### config.mk
export PLATFORM = sky130hd
export DESIGN_NAME = ocvm_ctrl
export DESIGN_NICKNAME = d
export VERILOG_FILES = /design/src/design/ocvm_pkg.sv /design/src/design/ocvm_ctrl.sv
export SDC_FILE = /design/constraint.sdc
export NUM_CORES = 1
export LEC_CHECK = 0
export BUFFER_PORTS_ARGS = -buffer_cell sky130_fd_sc_hd__buf_4
export CORE_MARGIN = 4
export CORE_UTILIZATION = 53
export CTS_BUF_LIST = sky130_fd_sc_hd__clkbuf_2 sky130_fd_sc_hd__clkbuf_4 sky130_fd_sc_hd__clkbuf_8
export CTS_CLUSTER_DIAMETER = 100
export DETAILED_ROUTE_END_ITERATION = 12
export PLACE_DENSITY = 0.86
export SYNTH_ARGS = -nofsm -noshare
export SYNTH_HDL_FRONTEND = slang
export SYNTH_SLANG_ARGS = --single-unit
### constraint.sdc
create_clock -name clk_i -period 1.7 [get_ports clk_i]
set_input_delay 0.34 -clock clk_i [delete_from_list [all_inputs] [get_ports clk_i]]
set_output_delay 0.34 -clock clk_i [all_outputs]
set_load 0.05 [all_outputs]
### src/design/ocvm_pkg.sv
// ----------------------------------------------------------------------------
// ocvm_pkg
// Types and constants shared by the orbit camera view matrix block.
// ----------------------------------------------------------------------------
`default_nettype none

package ocvm_pkg;

  typedef enum logic [1:0] {
    OP_PRESS   = 2'd0,
    OP_RELEASE = 2'd1,
    OP_MOVE    = 2'd2,
    OP_VIEW    = 2'd3
  } op_e;

  localparam logic [1:0] BTN_SCROLL_UP   = 2'd1;
  localparam logic [1:0] BTN_SCROLL_DOWN = 2'd2;

  localparam logic [2:0] REG_ANGLE_GAIN  = 3'd0;
  localparam logic [2:0] REG_ELEV_LIMIT  = 3'd1;
  localparam logic [2:0] REG_RADIUS_MIN  = 3'd2;
  localparam logic [2:0] REG_RADIUS_MAX  = 3'd3;
  localparam logic [2:0] REG_RADIUS_STEP = 3'd4;

  localparam logic signed [63:0] ONE_Q30 = 64'sd1073741824;
  localparam logic [22:0] QUARTER = 23'd4194304;

  // Polynomial coefficients, highest degree first, signs included.
  localparam logic signed [31:0] SC11 = -32'sd3864;
  localparam logic signed [31:0] SC9  = 32'sd172272;
  localparam logic signed [31:0] SC7  = -32'sd5026994;
  localparam logic signed [31:0] SC5  = 32'sd85569310;
  localparam logic signed [31:0] SC3  = -32'sd693598668;
  localparam logic signed [31:0] SC1  = 32'sd1686629713;

  typedef enum logic [3:0] {
    ST_IDLE,
    ST_EVENT,
    ST_ZERO,
    ST_SQ,
    ST_HORNER,
    ST_FINAL,
    ST_STORE,
    ST_PROD,
    ST_OUT
  } state_e;

  typedef struct packed {
    logic       do_event;
    logic       load_angle;  // latch remainder of angle sel_q, seed p with SC11
    logic [1:0] sel;         // 0 az sin, 1 az cos, 2 el sin, 3 el cos
    logic       do_sq;
    logic       do_horner;
    logic [2:0] coef_idx;
    logic       do_final;
    logic       do_store;
    logic       do_prod;
    logic [1:0] prod_idx;
    logic       zero_mat;
    logic       out_load;
    logic [1:0] out_col;
  } ctrl_t;

  typedef struct packed {
    logic radius_zero;
  } stat_t;

  // Signed product shifted right, truncated toward zero.
  function automatic logic signed [63:0] mul_sh30(input logic signed [31:0] a,
                                                  input logic signed [31:0] b);
    logic        neg;
    logic [31:0] ma;
    logic [31:0] mb;
    logic [63:0] p;
    neg = a[31] ^ b[31];
    ma  = a[31] ? (32'd0 - a) : a;
    mb  = b[31] ? (32'd0 - b) : b;
    p   = ({32'd0, ma} * {32'd0, mb}) >> 30;
    mul_sh30 = neg ? -$signed(p) : $signed(p);
  endfunction

  function automatic logic signed [31:0] q30_to_q16(input logic signed [31:0] v);
    logic [31:0] m;
    m = v[31] ? (32'd0 - v) : v;
    m = m >> 14;
    q30_to_q16 = v[31] ? -$signed(m) : $signed(m);
  endfunction

  function automatic logic signed [31:0] coef(input logic [2:0] i);
    logic signed [31:0] c;
    unique case (i)
      3'd0: c = SC9;
      3'd1: c = SC7;
      3'd2: c = SC5;
      3'd3: c = SC3;
      3'd4: c = SC1;
      default: c = SC11;
    endcase
    coef = c;
  endfunction

endpackage

`default_nettype wire

### src/design/ocvm_ctrl.sv
// ----------------------------------------------------------------------------
// ocvm_ctrl
// Sequencer for events, four sine/cosine evaluations, products and column output.
// ----------------------------------------------------------------------------
`default_nettype none

module ocvm_ctrl (
  input  wire logic             clk_i,
  input  wire logic             rst_ni,
  input  wire logic             in_valid_i,
  output logic                  in_ready_o,
  input  wire logic [1:0]       operation_i,
  output logic                  out_valid_o,
  input  wire logic             out_ready_i,
  output ocvm_pkg::ctrl_t       ctrl_o,
  input  wire ocvm_pkg::stat_t  stat_i
);
  import ocvm_pkg::*;

  state_e state_q, state_d;
  logic [2:0] cnt_q, cnt_d;
  logic [1:0] sel_q, sel_d;
  logic [1:0] col_q, col_d;
  logic       zero_q, zero_d;
  logic       ov_q, ov_d;

  always_ff @(posedge clk_i or negedge rst_ni) begin
    if (!rst_ni) begin
      state_q <= ST_IDLE;
      cnt_q   <= '0;
      sel_q   <= '0;
      col_q   <= '0;
      zero_q  <= 1'b0;
      ov_q    <= 1'b0;
    end else begin
      state_q <= state_d;
      cnt_q   <= cnt_d;
      sel_q   <= sel_d;
      col_q   <= col_d;
      zero_q  <= zero_d;
      ov_q    <= ov_d;
    end
  end

  assign out_valid_o = ov_q;

  always_comb begin
    state_d = state_q;
    cnt_d   = cnt_q;
    sel_d   = sel_q;
    col_d   = col_q;
    zero_d  = zero_q;
    ov_d    = ov_q;
    in_ready_o = 1'b0;
    ctrl_o  = '0;
    ctrl_o.sel      = sel_q;
    ctrl_o.coef_idx = cnt_q;
    ctrl_o.prod_idx = cnt_q[1:0];
    ctrl_o.zero_mat = zero_q;
    ctrl_o.out_col  = col_q;
    if (ov_q && out_ready_i) ov_d = 1'b0;
    unique case (state_q)
      ST_IDLE: begin
        in_ready_o = 1'b1;
        if (in_valid_i) begin
          if (operation_i == OP_VIEW) begin
            zero_d  = stat_i.radius_zero;
            sel_d   = 2'd0;
            col_d   = 2'd0;
            state_d = stat_i.radius_zero ? ST_OUT : ST_ZERO;
          end else begin
            ctrl_o.do_event = 1'b1;
          end
        end
      end
      ST_ZERO: begin
        ctrl_o.load_angle = 1'b1;
        state_d = ST_SQ;
      end
      ST_SQ: begin
        ctrl_o.do_sq = 1'b1;
        cnt_d = 3'd0;
        state_d = ST_HORNER;
      end
      ST_HORNER: begin
        ctrl_o.do_horner = 1'b1;
        cnt_d = cnt_q + 3'd1;
        if (cnt_q == 3'd4) state_d = ST_FINAL;
      end
      ST_FINAL: begin
        ctrl_o.do_final = 1'b1;
        state_d = ST_STORE;
      end
      ST_STORE: begin
        ctrl_o.do_store = 1'b1;
        sel_d = sel_q + 2'd1;
        cnt_d = 3'd0;
        state_d = (sel_q == 2'd3) ? ST_PROD : ST_ZERO;
      end
      ST_PROD: begin
        ctrl_o.do_prod = 1'b1;
        cnt_d = cnt_q + 3'd1;
        if (cnt_q == 3'd3) state_d = ST_OUT;
      end
      ST_OUT: begin
        if (!ov_q || out_ready_i) begin
          ctrl_o.out_load = 1'b1;
          ov_d  = 1'b1;
          col_d = col_q + 2'd1;
          if (col_q == 2'd3) state_d = ST_IDLE;
        end
      end
      default: state_d = ST_IDLE;
    endcase
  end

  assert property (@(posedge clk_i) disable iff (!rst_ni)
    in_ready_o |-> state_q == ST_IDLE)
    else $error("ready outside idle");
  assert property (@(posedge clk_i) disable iff (!rst_ni)
    (state_q == ST_HORNER) |-> cnt_q <= 3'd4)
    else $error("horner count overrun");
  assert property (@(posedge clk_i) disable iff (!rst_ni)
    ctrl_o.out_load |-> (!ov_q || out_ready_i))
    else $error("result overwritten");

endmodule

`default_nettype wire

==> results.sh, run 1 <==
export IMPL_layout_common_cells="35 x buf_4, 12 x buf_6, 9 x nand2_1, 8 x o21ai_0, 7 x dfrtp_1"
export IMPL_hold_viol=0
export IMPL_rows=14
export IMPL_grt_max_degree=14
export IMPL_clkTransAtPathRegs_ns=0.09
export IMPL_start_kind="flip-flop"
export IMPL_via_per_inst=6.89
export IMPL_wl_um=3840
export IMPL_drc=0
export IMPL_clock_latency_ns=0.30
export IMPL_status="finished with violations"
export IMPL_core_area_um2=1580
export IMPL_synth_seq_cells=13
export IMPL_relSlewSlack_pct=71.6
export IMPL_setup_slack_ns=-0.303
export IMPL_root_buffer="clkbuf_4"
export IMPL_endpoint_kind="output pin"
export IMPL_fillCellCount=41
export IMPL_min_to="zero_q$_DFFE_PN0P_"
export IMPL_die_y_um=49.7
export IMPL_avgSynthCellArea_um2=9.14
export IMPL_synth_cells=101
export IMPL_worst_setup_path_type="reg2out"
export IMPL_synth_edf_count=0
export IMPL_final_nets=163
export IMPL_drtIter0Drc=87
export IMPL_path_buf_inv=2
export IMPL_reg2reg_from="state_q[0]$_DFFE_PN0P_"
export IMPL_ant_nets=0
export IMPL_final_max_slew_violation_count=0
export IMPL_clock_path_buffers=2
export IMPL_cp_arrival_ns=1.66
export IMPL_cts_buffers=3
export IMPL_cts_tree="built"
export IMPL_layout_commonest_cell="buf_4"
export IMPL_async_reset_ff_share_pct=100
export IMPL_vias=1144
export IMPL_power_density_nw_per_um2=2320
export IMPL_hold_depth=2
export IMPL_tightest_slew_ns=0.423
export IMPL_regToRegEndpoint="state_q[0]$_DFFE_PN0P_"
export IMPL_ys_seq_area_share_pct=35.2
export IMPL_hpwl_um=2050
export IMPL_p_comb_share_pct=75.3
export IMPL_max_stage_delay_ns=0.48
export IMPL_rrSetupSlack_ns=-0.03
export IMPL_cts_sinks=13
export IMPL_seqPwrFrac_pct=18.1
export IMPL_violations="setup timing"
export IMPL_synth_top_area_share_pct=35.2
export IMPL_antenna_found_initial=0
export IMPL_clkPwrFrac_pct=6.6
export IMPL_die_area_um2=2470
export IMPL_yosysWarnings=0
export IMPL_start_util_pct=58.6
export IMPL_path_max_fanout=6
export IMPL_grt_usage_pct=24.5
export IMPL_grt_pass1_wl_um=4660
export IMPL_min_delay_start="stat_i"
export IMPL_drive_gt1_share_pct=57.3
export IMPL_p_sw_share_pct=53.5
export IMPL_syn_num_nets=113
export IMPL_grt_pass1_vias=1014
export IMPL_p_leak_uw=0.000693
export IMPL_diodes=0
export IMPL_wl_per_cell_um=23.1
export IMPL_r2r_cells=5
export IMPL_path_cells="buf_6, nor4_4, and3_4, buf_8"
export IMPL_post_route_period_util_pct=118
export IMPL_p_sw_uw=1860
export IMPL_vdd_ir_drop_max_v=0.00168
export IMPL_postLayoutCellArea_um2=1500
export IMPL_synth_cell_types=35
export IMPL_total_power_uw=3470
export IMPL_gp_congestion=0.840
export IMPL_rsz0062_at_grt="true"
export IMPL_placed_area_um2=1280
export IMPL_first_pass_iters=5
export IMPL_synth_top_area_cell="dfrtp_1"
export IMPL_finalSetupViolCount=12
export IMPL_min_period_ns=2.00
export IMPL_power_internal_uw=1610
export IMPL_worst_hold_path_type="in2reg"
export IMPL_ios=27
export IMPL_syn2layout_area_growth_pct=62.3
export IMPL_cap_violations=0
export IMPL_cp_required_ns=1.36
export IMPL_port_buffer_count=26
export IMPL_htree_levels=1
export IMPL_fin_skew_ns=0.0114
export IMPL_netlist_area_um2=923
export IMPL_cp_top_family="simple AND/OR/NAND/NOR gates"
export IMPL_grt_overflow=0
export IMPL_ys_flop_type="dfrtp_1"
export IMPL_synth_area_top_cells="dfrtp_1 35%, ha_1 6.8%, o31ai_2 5.4%"
export IMPL_fmax_mhz=499
export IMPL_cp_slowest_cell="dfrtp_2"
export IMPL_fp_dieW_um=49.7
-- stage by stage --
step / setup slack, ns / TNS, ns / hold WS, ns / instances / util (%)
finish: -0.303 / -1.87 / 0.318 / 166 / 95.1
global route: -0.345 / -2.33 / 0.311 / 166 / 95.1
detailed placement: -0.0140 / -0.0239 / 0.202 / 152 / 81.5
global placement: 0.0122 / 0 / 0.195 / 152 / 81.5
floorplan: -0.218 / -0.738 / 0.0444 / 101 / -
CTS: -0.222 / -1.15 / 0.318 / 160 / 89.8
-- power groups by stage --
stage / Sequential (uW) / Clock (uW) / Combinational (uW)
global placement: 592 / 0 / 2050
floorplan: 815 / 0 / 1160
global route: 642 / 249 / 2690
detailed placement: 610 / 0 / 2110
CTS: 603 / 222 / 2290
finish: 629 / 228 / 2620
-- what timing repair did --
action | CTS | global route
endpoints found under the hold margin | 13 | 0
pin swaps | 4 | 7
gates resized for setup | 21 | 10
buffers inserted | 5 | 6
hold buffers | 1 | 0
endpoints found under the setup margin | 10 | 12
-- cell families (layout without fill, tap and decap cells) --
group	Yosys count	in the layout	synth area share, %
fa+ha+maj	5	5	6.78
buf+inv	14	63	7.05
flops	13	13	35.2
compound gates	26	26	23.9
simple gates	42	42	25.9
mux	1	1	1.22
-- worst max path at each step --
| stage | from | endpoint | slack [ns] | depth (start not counted) |
|---|---|---|---|---|
| 5_1_grt | state_q[2]$_DFFE_PN0P_ | ctrl_o[17] | -0.35 | 4 |
| 6_report | state_q[2]$_DFFE_PN0P_ | ctrl_o[17] | -0.30 | 4 |
| 4_1_cts | state_q[2]$_DFFE_PN0P_ | ctrl_o[2] | -0.22 | 3 |
| 3_5_place_dp | state_q[0]$_DFFE_PN0P_ | ctrl_o[2] | -0.01 | 3 |
| 3_3_place_gp | state_q[0]$_DFFE_PN0P_ | ctrl_o[2] | 0.01 | 3 |
| 2_1_floorplan | state_q[2]$_DFFE_PN0P_ | ctrl_o[17] | -0.22 | 2 |
-- flip-flops by register name, summed over array words and instances, names as in the netlist --
| signal | count |
|---|---|
| state_q | 4 |
| cnt_q | 3 |
| sel_q | 2 |
| out_valid_o | 1 |
| col_q | 2 |
| zero_q | 1 |
-- synthesized netlist by cell type (2+ instances only) --
cell,number
nor3_1,4
and3_1,2
dfrtp_1,13
inv_1,7
o31ai_2,4
nand2b_1,2
nor2_1,5
nand2_1,10
o21ai_0,8
a22oi_1,3
clkbuf_1,2
nor2b_1,7
o41ai_1,2
and2_1,3
ha_1,5
a22o_1,2
a32oi_1,2
buf_4,3
-- per-layer routing --
metal	up-vias	wire (um)	GRT usage [%]
met5	-	0	0
met4	0	181	10.1
met3	32	419	2.41
met2	130	1880	46.0
met1	524	1360	27.7
li1	458	-	-
-- cell type report --
| type | count | area [um^2] | share of cell area, % |
|---|---|---|---|
| Multi-Input combinational cell | 74 | 618 | 41.2 |
| Timing Repair Buffer | 52 | 468 | 31.2 |
| Sequential cell | 13 | 333 | 22.2 |
| Clock buffer | 4 | 30.0 | 2.00 |
| Inverter | 7 | 30.0 | 2.00 |
| Tap cell | 16 | 20.0 | 1.34 |
Power figures use the tool's default switching activity.
==> run 2, diff against run 1 <==
--- a/config.mk
+++ b/config.mk
@@ -12,6 +12,7 @@
 export CTS_CLUSTER_DIAMETER = 100
 export DETAILED_ROUTE_END_ITERATION = 12
 export PLACE_DENSITY = 0.86
+export SKIP_CTS_REPAIR_TIMING = 1
 export SYNTH_ARGS = -nofsm -noshare
 export SYNTH_HDL_FRONTEND = slang
 export SYNTH_SLANG_ARGS = --single-unit
==> run 2 against run 1 <==
Against the previous run: the run still ends with setup timing left; clock-buffer cell count is the same; largest cell class unchanged; sequential power grew 1%; die area unchanged; highest routed layer unchanged; maximum frequency increased by 2.2%; critical path depth did not move; first-iteration DRC count is the same; design area is 0.25% lower.
==> results.sh, run 2 (synthesis gave the netlist of run 1 again) <==
export IMPL_status="finished with violations"
export IMPL_violations="setup timing"
export IMPL_grt_usage_pct=21.7
export IMPL_gp_congestion=0.840
export IMPL_r2r_cells=6
export IMPL_cp_arrival_ns=1.62
export IMPL_fillCellCount=40
export IMPL_wl_per_cell_um=24.9
export IMPL_via_per_inst=7.04
export IMPL_grt_pass1_vias=934
export IMPL_path_max_fanout=6
export IMPL_seqCellArea_um2=333
export IMPL_cp_top_family="simple AND/OR/NAND/NOR gates"
export IMPL_die_y_um=49.7
export IMPL_dp_cells=152
export IMPL_root_buffer="clkbuf_4"
export IMPL_relSlewSlack_pct=68.5
export IMPL_core_area_um2=1580
export IMPL_place_ws_ns=-0.0140
export IMPL_path_buf_inv=2
export IMPL_layout_commonest_cell="buf_4"
export IMPL_layout_common_cells="35 x buf_4, 11 x buf_6, 9 x nand2_1, 8 x o21ai_0, 7 x dfrtp_1"
export IMPL_diodes=0
export IMPL_p_leak_uw=0.000685
export IMPL_grt_pass1_wl_um=4130
export IMPL_worst_setup_path_type="reg2out"
export IMPL_path_cells="buf_6, nor4_4, and3_4, buf_8"
export IMPL_hold_viol=0
export IMPL_cp_required_ns=1.36
export IMPL_fp_dieW_um=49.7
export IMPL_drive_gt1_share_pct=56.7
export IMPL_tightest_slew_ns=0.469
export IMPL_vias=1169
export IMPL_finalSetupViolCount=13
export IMPL_min_period_ns=1.96
export IMPL_fmax_mhz=510
export IMPL_clock_path_buffers=2
export IMPL_largest_registers="state_q (4), cnt_q (3)"
export IMPL_wl_um=4140
export IMPL_critical_path_depth=4
export IMPL_drtIter0Drc=87
export IMPL_die_area_um2=2470
export IMPL_start_kind="flip-flop"
export IMPL_hold_depth=2
export IMPL_fin_setup_tns_ns=-1.68
export IMPL_largest_register_ffs=4
export IMPL_vdd_ir_drop_max_v=0.00168
export IMPL_first_pass_iters=5
export IMPL_htree_levels=1
export IMPL_endpoint_kind="output pin"
export IMPL_multi_input_area_um2=611
export IMPL_total_power_uw=3520
export IMPL_rsz0062_at_grt="true"
export IMPL_syn2layout_area_growth_pct=61.9
export IMPL_setup_slack_ns=-0.260
export IMPL_post_route_period_util_pct=115
export IMPL_cap_violations=0
export IMPL_cts_tree="built"
export IMPL_max_stage_delay_ns=0.47
export IMPL_cts_sinks=13
export IMPL_hold_ws_ns=0.324
export IMPL_power_density_nw_per_um2=2360
export IMPL_ios=27
export IMPL_start_util_pct=58.6
export IMPL_rows=14
export IMPL_top_register="state_q"
export IMPL_final_nets=163
export IMPL_antenna_found_initial=0
export IMPL_grt_overflow=0
export IMPL_fin_skew_ns=0.00245
export IMPL_stdcell_count=166
export IMPL_port_buffer_count=26
export IMPL_hpwl_um=2050
export IMPL_cts_buffers=3
export IMPL_ant_nets=0
export IMPL_grt_max_degree=14
export IMPL_final_max_slew_violation_count=0
export IMPL_clock_latency_ns=0.28
export IMPL_worst_hold_path_type="in2reg"
export IMPL_cp_slowest_cell="dfrtp_2"
export IMPL_drc=0
export IMPL_clkTransAtPathRegs_ns=0.08
[run 2: cell counts in the layout (fill, tap and decap cells not counted)]
Identical to the previous run, type by type.
[run 2: final cells by class]
| cell class | instances | share of cell area, % |
|---|---|---|
| clock buffers | 4 | 2.01 |
| inverters | 7 | 2.01 |
| multi-input cells | 74 | 40.8 |
| flip-flops and latches | 13 | 22.3 |
| well taps | 16 | 1.34 |
| repair buffers | 52 | 31.5 |
[run 2: per-stage QoR]
step,utilization (%),instance area [um^2]
2_1_floorplan,-,988
3_5_place_dp,81.5,1280
3_3_place_gp,81.5,1280
4_1_cts,83.4,1320
6_report,94.8,1500
5_1_grt,94.8,1500
[run 2: worst paths after layout]
kind	startpoint	endpoint	slack, ns
setup / recovery	state_q[0]$_DFFE_PN0P_	ctrl_o[17]	-0.26
hold / removal	stat_i	zero_q$_DFFE_PN0P_	0.32
setup reg to reg	state_q[1]$_DFFE_PN0P_	state_q[3]$_DFFE_PN0P_	-0.03
hold reg to reg	zero_q$_DFFE_PN0P_	zero_q$_DFFE_PN0P_	0.53
max in group asynchronous	rst_ni	state_q[3]$_DFFE_PN0P_	1.05
min in group asynchronous	rst_ni	cnt_q[0]$_DFFE_PN0P_	0.45
[run 2: layer usage]
metal	vias to the layer above	share of wire, %	GRT usage, %
met5	-	0	0
met4	0	5.4	6.91
met3	30	11	1.81
met2	121	48	41.0
met1	557	36	25.4
li1	461	-	-
[run 2: power by group]
group          internal, uW  total [uW]  switching [uW]
Combinational          1070        2670            1600
Sequential              452         635             183
Clock                   107         218             111
Total                  1630        3520            1900
